--- config.mk ---
export PLATFORM = sky130hd
export DESIGN_NAME = dirty_rect_list
export DESIGN_NICKNAME = d
export VERILOG_FILES = /design/src/hdl/drl_pkg.sv /design/src/hdl/drl_table.sv /design/src/hdl/drl_clip.sv /design/src/hdl/dirty_rect_list.sv
export SDC_FILE = /design/constraint.sdc
export NUM_CORES = 1
export LEC_CHECK = 0
export ABC_AREA = 1
export BUFFER_PORTS_ARGS = -buffer_cell sky130_fd_sc_hd__buf_4
export CORE_MARGIN = 1.5
export CORE_UTILIZATION = 54
export CTS_BUF_LIST = sky130_fd_sc_hd__clkbuf_16
export CTS_CLUSTER_SIZE = 24
export DETAILED_ROUTE_END_ITERATION = 7
export GPL_TIMING_DRIVEN = 0
export PLACE_DENSITY = 0.7
export SYNTH_ARGS = -nofsm -noshare
export SYNTH_HDL_FRONTEND = slang
export SYNTH_HIERARCHICAL = 1
export SYNTH_SLANG_ARGS = --single-unit
--- constraint.sdc ---
create_clock -name clk -period 25.5 [get_ports clk]
set_clock_uncertainty 0.2 [all_clocks]
set_input_delay 3.825 -clock clk [delete_from_list [all_inputs] [get_ports clk]]
set_output_delay 3.825 -clock clk [all_outputs]
set_load 0.02 [all_outputs]
--- src/hdl/drl_pkg.sv ---
// ----------------------------------------------------------------------------
// drl_pkg
// Shared types, constants and helpers for the dirty rectangle list.
// ----------------------------------------------------------------------------
package drl_pkg;

  // list geometry
  localparam int MAX_RECTS    = 16;
  localparam int CNT_W        = $clog2(MAX_RECTS + 1);
  localparam int IDX_W        = $clog2(MAX_RECTS);

  // field widths
  localparam int POS_W        = 16;
  localparam int EXT_W        = POS_W + 1;
  localparam int DIM_W        = 15;
  localparam int COORD_W      = 12;
  localparam int SIZE_W       = 13;
  localparam int CFG_W        = 13;
  localparam int SCREEN_LIMIT = 4096;

  typedef enum logic [1:0] {
    MODE_ADD   = 2'd0,
    MODE_FLUSH = 2'd1,
    MODE_FULL  = 2'd2,
    MODE_NONE  = 2'd3
  } mode_t;

  typedef enum logic [2:0] {
    ST_DROPPED  = 3'd0,
    ST_COVERED  = 3'd1,
    ST_REPLACED = 3'd2,
    ST_APPENDED = 3'd3,
    ST_FLUSHED  = 3'd4,
    ST_EMPTY    = 3'd5
  } status_t;

  typedef enum logic {
    CFG_SCREEN_WIDTH  = 1'b0,
    CFG_SCREEN_HEIGHT = 1'b1
  } cfg_idx_t;

  typedef struct packed {
    mode_t                    mode;
    logic signed [POS_W-1:0]  rect_left;
    logic signed [POS_W-1:0]  rect_top;
    logic [DIM_W-1:0]         rect_width;
    logic [DIM_W-1:0]         rect_height;
  } req_t;

  typedef struct packed {
    status_t              status;
    logic [COORD_W-1:0]   out_x;
    logic [COORD_W-1:0]   out_y;
    logic [SIZE_W-1:0]    out_w;
    logic [SIZE_W-1:0]    out_h;
    logic                 last;
  } rsp_t;

  // one stored rectangle
  typedef struct packed {
    logic [COORD_W-1:0] x;
    logic [COORD_W-1:0] y;
    logic [SIZE_W-1:0]  w;
    logic [SIZE_W-1:0]  h;
  } rect_t;

  localparam rect_t RECT_ZERO = '0;

  // true when rectangle a lies within rectangle b
  function automatic logic rect_inside(rect_t a, rect_t b);
    logic [SIZE_W:0] a_r, a_b, b_r, b_b;
    a_r = {2'b00, a.x} + {1'b0, a.w};
    a_b = {2'b00, a.y} + {1'b0, a.h};
    b_r = {2'b00, b.x} + {1'b0, b.w};
    b_b = {2'b00, b.y} + {1'b0, b.h};
    return (a.x >= b.x) && (a_r <= b_r) && (a.y >= b.y) && (a_b <= b_b);
  endfunction

  function automatic rsp_t make_rsp(status_t s, rect_t r, logic last);
    rsp_t o;
    o.status = s;
    o.out_x  = r.x;
    o.out_y  = r.y;
    o.out_w  = r.w;
    o.out_h  = r.h;
    o.last   = last;
    return o;
  endfunction

endpackage

--- src/hdl/drl_table.sv ---
// ----------------------------------------------------------------------------
// drl_table
// Rectangle store: one write port, one read port, registered read data.
// ----------------------------------------------------------------------------
module drl_table import drl_pkg::*; (
  input  logic             clk,
  input  logic             wr_en,
  input  logic [IDX_W-1:0] wr_addr,
  input  rect_t            wr_data,
  input  logic             rd_en,
  input  logic [IDX_W-1:0] rd_addr,
  output rect_t            rd_data
);

  rect_t mem [MAX_RECTS];

  // read data holds while no read is issued
  always_ff @(posedge clk) begin
    if (wr_en) begin
      mem[wr_addr] <= wr_data;
    end
    if (rd_en) begin
      rd_data <= mem[rd_addr];
    end
  end

endmodule

--- src/hdl/drl_clip.sv ---
// ----------------------------------------------------------------------------
// drl_clip
// Screen clamp, off-screen and full-list test, and clip of an add request.
// ----------------------------------------------------------------------------
module drl_clip import drl_pkg::*; (
  input  req_t             item,
  input  logic [CFG_W-1:0] screen_width,
  input  logic [CFG_W-1:0] screen_height,
  input  logic [CNT_W-1:0] count,
  output logic             drop,
  output rect_t            box,
  output rect_t            screen
);

  logic [SIZE_W-1:0]       sw, sh;
  logic signed [EXT_W-1:0] l, t, r, b, sw_s, sh_s;
  logic [COORD_W-1:0]      x0, y0;
  logic [SIZE_W-1:0]       x1, y1;

  // screen size saturates at the limit
  assign sw = (screen_width > SIZE_W'(SCREEN_LIMIT)) ? SIZE_W'(SCREEN_LIMIT)
                                                     : screen_width;
  assign sh = (screen_height > SIZE_W'(SCREEN_LIMIT)) ? SIZE_W'(SCREEN_LIMIT)
                                                      : screen_height;
  assign sw_s = $signed({{(EXT_W-SIZE_W){1'b0}}, sw});
  assign sh_s = $signed({{(EXT_W-SIZE_W){1'b0}}, sh});

  // edges, one bit wider than the inputs
  assign l = {item.rect_left[POS_W-1], item.rect_left};
  assign t = {item.rect_top[POS_W-1], item.rect_top};
  assign r = l + $signed({{(EXT_W-DIM_W){1'b0}}, item.rect_width});
  assign b = t + $signed({{(EXT_W-DIM_W){1'b0}}, item.rect_height});

  // list full or rectangle entirely off screen
  assign drop = (count >= CNT_W'(MAX_RECTS)) || (l >= sw_s) || (t >= sh_s) ||
                r[EXT_W-1] || b[EXT_W-1];

  // intersection with the screen
  assign x0 = l[EXT_W-1] ? '0 : l[COORD_W-1:0];
  assign y0 = t[EXT_W-1] ? '0 : t[COORD_W-1:0];
  assign x1 = (r > sw_s) ? sw : r[SIZE_W-1:0];
  assign y1 = (b > sh_s) ? sh : b[SIZE_W-1:0];

  assign box.x = x0;
  assign box.y = y0;
  assign box.w = x1 - {1'b0, x0};
  assign box.h = y1 - {1'b0, y0};

  // whole-screen rectangle for a list reset
  assign screen.x = '0;
  assign screen.y = '0;
  assign screen.w = sw;
  assign screen.h = sh;

endmodule

--- src/hdl/dirty_rect_list.sv ---
// ----------------------------------------------------------------------------
// dirty_rect_list
// Bounded list of damaged screen rectangles with add, flush and full reset.
// ----------------------------------------------------------------------------
//  channel  | signals                     | role
//  ---------+-----------------------------+------------------------------------
//  req      | req_valid, req_ready, req   | add / flush / whole-screen command
//  rsp      | rsp_valid, rsp_ready, rsp   | result rectangles with last flag
//  cfg      | cfg_we, cfg_index, cfg_data | screen width and height writes
//
//  one command at a time; req_ready is high only while the controller waits
//  add: clip, then a pipelined walk of the store at one entry per cycle,
//  ending in an append, in a cover or a replace on a match, or in a drop
//  flush: entries read out in turn while rsp is free; whole-screen, empty flush
//  and unused mode give a single result; a registered result stage lets a new
//  command in while rsp is stalled; reset clears the count, the screen size,
//  the compare flag and the handshake state only
module dirty_rect_list import drl_pkg::*; (
  input  logic             clk,
  input  logic             rst,
  input  logic             req_valid,
  output logic             req_ready,
  input  req_t             req,
  output logic             rsp_valid,
  input  logic             rsp_ready,
  output rsp_t             rsp,
  input  logic             cfg_we,
  input  cfg_idx_t         cfg_index,
  input  logic [CFG_W-1:0] cfg_data
);

  typedef enum logic [4:0] {
    S_IDLE   = 5'b00001,
    S_CLIP   = 5'b00010,
    S_SCAN   = 5'b00100,
    S_FOUT   = 5'b01000,
    S_RESULT = 5'b10000
  } state_t;

  state_t             state, state_next;
  logic [CFG_W-1:0]   screen_width, screen_height;
  req_t               item;
  logic [CNT_W-1:0]   count, count_next;
  rect_t              box, box_next;
  rsp_t               res, res_next;
  logic [CNT_W-1:0]   issue_idx, issue_next;
  logic               cmp_vld, cmp_vld_next;
  logic [IDX_W-1:0]   cmp_idx, cmp_idx_next;
  logic [CNT_W-1:0]   flush_idx, flush_next, flush_inc;
  logic               flush_last;

  logic               out_free, out_load;
  rsp_t               out_data;

  logic               wr_en, rd_en;
  logic [IDX_W-1:0]   wr_addr, rd_addr;
  rect_t              wr_data, rd_data;

  logic               clip_drop;
  rect_t              clip_box, screen_box;

  drl_table u_table (
    .clk     (clk),
    .wr_en   (wr_en),
    .wr_addr (wr_addr),
    .wr_data (wr_data),
    .rd_en   (rd_en),
    .rd_addr (rd_addr),
    .rd_data (rd_data)
  );

  drl_clip u_clip (
    .item          (item),
    .screen_width  (screen_width),
    .screen_height (screen_height),
    .count         (count),
    .drop          (clip_drop),
    .box           (clip_box),
    .screen        (screen_box)
  );

  assign req_ready  = (state == S_IDLE);
  assign out_free   = !rsp_valid || rsp_ready;
  assign flush_inc  = flush_idx + CNT_W'(1);
  assign flush_last = (flush_inc == count);

  // command sequencer: read, compare, write back
  always_comb begin
    state_next   = state;
    count_next   = count;
    box_next     = box;
    res_next     = res;
    issue_next   = issue_idx;
    cmp_vld_next = 1'b0;
    cmp_idx_next = cmp_idx;
    flush_next   = flush_idx;
    out_load     = 1'b0;
    out_data     = res;
    wr_en        = 1'b0;
    wr_addr      = '0;
    wr_data      = box;
    rd_en        = 1'b0;
    rd_addr      = '0;
    unique case (state)
      S_IDLE: begin
        if (req_valid) begin
          unique case (req.mode)
            MODE_ADD: begin
              state_next = S_CLIP;
            end
            MODE_FLUSH: begin
              if (count == '0) begin
                res_next   = make_rsp(ST_EMPTY, RECT_ZERO, 1'b1);
                state_next = S_RESULT;
              end else begin
                flush_next = '0;
                rd_en      = 1'b1;
                rd_addr    = '0;
                state_next = S_FOUT;
              end
            end
            MODE_FULL: begin
              wr_en      = 1'b1;
              wr_addr    = '0;
              wr_data    = screen_box;
              count_next = CNT_W'(1);
              res_next   = make_rsp(ST_EMPTY, screen_box, 1'b1);
              state_next = S_RESULT;
            end
            MODE_NONE: begin
              res_next   = make_rsp(ST_DROPPED, RECT_ZERO, 1'b1);
              state_next = S_RESULT;
            end
          endcase
        end
      end
      S_CLIP: begin
        if (clip_drop) begin
          res_next   = make_rsp(ST_DROPPED, RECT_ZERO, 1'b1);
          state_next = S_RESULT;
        end else begin
          box_next   = clip_box;
          issue_next = '0;
          state_next = S_SCAN;
        end
      end
      S_SCAN: begin
        // compare the entry read last cycle while the next read goes out
        if (cmp_vld && rect_inside(box, rd_data)) begin
          res_next   = make_rsp(ST_COVERED, box, 1'b1);
          state_next = S_RESULT;
        end else if (cmp_vld && rect_inside(rd_data, box)) begin
          wr_en      = 1'b1;
          wr_addr    = cmp_idx;
          res_next   = make_rsp(ST_REPLACED, box, 1'b1);
          state_next = S_RESULT;
        end else if (issue_idx < count) begin
          rd_en        = 1'b1;
          rd_addr      = issue_idx[IDX_W-1:0];
          issue_next   = issue_idx + CNT_W'(1);
          cmp_vld_next = 1'b1;
          cmp_idx_next = issue_idx[IDX_W-1:0];
        end else if (!cmp_vld) begin
          wr_en      = 1'b1;
          wr_addr    = count[IDX_W-1:0];
          count_next = count + CNT_W'(1);
          res_next   = make_rsp(ST_APPENDED, box, 1'b1);
          state_next = S_RESULT;
        end
      end
      S_FOUT: begin
        // emit one entry and fetch the following one in the same cycle
        if (out_free) begin
          out_load = 1'b1;
          out_data = make_rsp(ST_FLUSHED, rd_data, flush_last);
          if (flush_last) begin
            count_next = '0;
            state_next = S_IDLE;
          end else begin
            flush_next = flush_inc;
            rd_en      = 1'b1;
            rd_addr    = flush_inc[IDX_W-1:0];
          end
        end
      end
      S_RESULT: begin
        if (out_free) begin
          out_load   = 1'b1;
          out_data   = res;
          state_next = S_IDLE;
        end
      end
      default: begin
        state_next = S_IDLE;
      end
    endcase
  end

  // control state
  always_ff @(posedge clk) begin
    if (rst) begin
      state         <= S_IDLE;
      count         <= '0;
      cmp_vld       <= 1'b0;
      rsp_valid     <= 1'b0;
      screen_width  <= '0;
      screen_height <= '0;
    end else begin
      state   <= state_next;
      count   <= count_next;
      cmp_vld <= cmp_vld_next;
      if (out_load) begin
        rsp_valid <= 1'b1;
      end else if (rsp_ready) begin
        rsp_valid <= 1'b0;
      end
      if (cfg_we) begin
        unique case (cfg_index)
          CFG_SCREEN_WIDTH:  screen_width  <= cfg_data;
          CFG_SCREEN_HEIGHT: screen_height <= cfg_data;
        endcase
      end
    end
  end

  // payload registers
  always_ff @(posedge clk) begin
    if (req_valid && req_ready) begin
      item <= req;
    end
    box       <= box_next;
    res       <= res_next;
    issue_idx <= issue_next;
    cmp_idx   <= cmp_idx_next;
    flush_idx <= flush_next;
    if (out_load) begin
      rsp <= out_data;
    end
  end

`ifndef SYNTHESIS
  a_count_bound: assert property (@(posedge clk) disable iff (rst)
    count <= CNT_W'(MAX_RECTS))
    else $error("rectangle count above list depth");

  a_no_overwrite: assert property (@(posedge clk) disable iff (rst)
    (rsp_valid && !rsp_ready) |-> !out_load)
    else $error("stalled result overwritten");

  a_last_only_flush: assert property (@(posedge clk) disable iff (rst)
    (rsp_valid && !rsp.last) |-> (rsp.status == ST_FLUSHED))
    else $error("non-final result outside a flush");

  a_cmp_in_list: assert property (@(posedge clk) disable iff (rst)
    (state == S_SCAN && cmp_vld) |-> (CNT_W'(cmp_idx) < count))
    else $error("compare of an entry beyond the list");
`endif

endmodule

==> reports/metrics.cfg <==
[run_status]
status=finished clean

[cts]
htree_num_levels=3
cts_hold_buf=0
clk_path_buf_depth=3
clock_sink_count=1121
cts_resized=0
insertion_delay_ns=0.71
post_cts_buffers=0
cts_inserted_buffers=115
cts-root-buf=clkbuf_16
clkTransAtPathRegs_ns=0.06
cts_tree=built

[grt]
grt_pass1_wl_um=234000
antenna_found_initial=5
grt_pass1_vias=38600
grt_usage=0.305
grt_remaining_overflow=0
grt_max_degree=39

[power]
p_per_area_mw_per_mm2=68.9
vdd_drop_max_v=0.0000661
leakage_nw=27.5

[synth]
syn_area_mm2=0.0554
synth_cells=5610
avgSynthCellArea_um2=9.87
yosys_warnings=6

[die]
fp.dieH_um=323
die_x_um=323
io_pins=139
rows=117
design.core.area_mm2=0.102
start_util=0.544
die_area_mm2=0.105

[worst_setup_path]
crit_start=req_valid
crit_path_max_fanout=32
crit_required_ns=25.69
setup.worst_path.start_class=primary input
rr_endpoint=u_table/rd_data[49]
crit_path_end_kind=register
r2r_cells=26
crit_type=primary input to register
crit_end=u_table/mem[8][28]
worst_r2r_startpoint=u_table/rd_data[26]
r2r_slack_ns=18.40
worstPathArrival_ns=8.17

[sta]
hold_viol_final=0
finalSetupTns_ns=0
slew_viol_final=0
relSlewSlack=0.0668
timing.final.crit_share=0.313
setup_viol_count_final=0
max_freq_mhz=125
worst_slew_pin_slew_ns=1.39
min_period_ns=7.98
rsz0062_at_grt=false

[place]
dpl.hpwl_um=117000
io_buffers=137
gp_congestion=0.976

[routing]
wl_um=160000
drtIter0Drc=5206
drc=0
ant_nets=0
via_per_inst=5.51
routedWlPerCell_um=21.6
drt-pass1-iter-count=8
vias=40900

[cells_and_area]
area_growth_pct=13.8
finalNetCount=6256
drive_above_1_share=0.109
finalCoreUtilization=0.620

[min_path]
hold_path.class=register to register
min_from=screen_height[11]

[flow_run]
cap_violations=0

stage by stage:
stage | area, um^2 | instances | setup WS (ns) | hold slack (ns) | power [W]
6_report | 63100 | 7417 | 17.52 | 0.312 | 0.00435
5_1_grt | 63100 | 7414 | 17.42 | 0.327 | 0.00449
4_1_cts | 63000 | 7414 | 17.61 | 0.309 | 0.00435
3_5_place_dp | 59400 | 7202 | 16.87 | 0.301 | 0.00274
3_3_place_gp | 58200 | 7138 | 9.62 | 0.294 | 0.00273
2_1_floorplan | 55500 | 5633 | 14.93 | 0.278 | 0.00257
state kept, by name (all words and copies together), names as in the netlist:
signal and count:
cmp_vld 1, u_table/mem 800, issue_idx 5, rsp 54, box 50, state 5, item 62, count 5
flush_idx 5, res 53, screen_height 13, rsp_valid 1, screen_width 13, u_table/rd_data 50, cmp_idx 4
worst min-delay path by stage:
| stage | to | slack, ns | depth (start not counted) |
|---|---|---|---|
| finish | screen_height[11] | 0.31 | 2 |
| global route | rsp[45] | 0.33 | 2 |
| CTS | screen_height[11] | 0.31 | 2 |
| detailed placement | screen_height[11] | 0.30 | 2 |
| global placement | rsp[28] | 0.29 | 2 |
| floorplan | screen_height[8] | 0.28 | 2 |
critical path, cell delays in order:
cell	delay, ns
buf_4	0.09
inv_1	0.06
nor2_4	0.72
nand2_1	0.60
buf_2	0.41
clkbuf_1	0.37
o21ai_0	0.36
nand3b_1	0.44
nor2_4	0.92
buf_12	0.29
power by group:
part           leakage [nW]  total [W]  switching [W]  internal, W
Clock                  1.88    0.00163       0.000706     0.000924
Sequential             10.1    0.00212      0.0000242      0.00210
Combinational          15.4   0.000592       0.000382     0.000210
Total                  27.5    0.00435        0.00111      0.00323
layout by cell type, fill, tap and decap left out, types with 10 or more instances in the layout:
cell type  instances
nand2_1         1669
edfxtp_1        1083
inv_1            920
nand3_1          673
ha_1             214
buf_4            202
nor2_1           161
a21oi_1          146
clkbuf_16        116
buf_2             72
xor2_1            63
clkbuf_1          59
o21ai_0           59
buf_6             52
o21ai_1           46
dfxtp_1           38
buf_12            33
o21ai_2           31
xnor2_1           30
clkinv_1          28
o31ai_1           26
conb_1            24
nand2_2           21
inv_2             19
nand4_1           19
nor2_4            19
o32ai_1           18
clkinv_2          18
buf_1             17
nor3_1            14
o21bai_1          10
bufinv_16         10
a31oi_1           10
metal layers:
| metal | routed length, um | GRT usage | vias to the layer above |
|---|---|---|---|
| li1 | - | - | 19100 |
| met1 | 63300 | 0.406 | 19300 |
| met2 | 73700 | 0.484 | 2031 |
| met3 | 15900 | 0.0640 | 376 |
| met4 | 7430 | 0.135 | 6 |
| met5 | 71 | 0 | - |
layout make-up:
cell class | count | area, um^2
fillers | 8045 | 38700
clock inverters | 96 | 734
clock buffers | 116 | 2900
well taps | 1368 | 1710
flip-flops and latches | 1121 | 33300
multi-input cells | 3353 | 17400
inverters | 915 | 3440
diodes | 3 | 7.51
repair buffers | 201 | 2040
plain buffers | 244 | 1590
(Power assumes the default switching activity.)
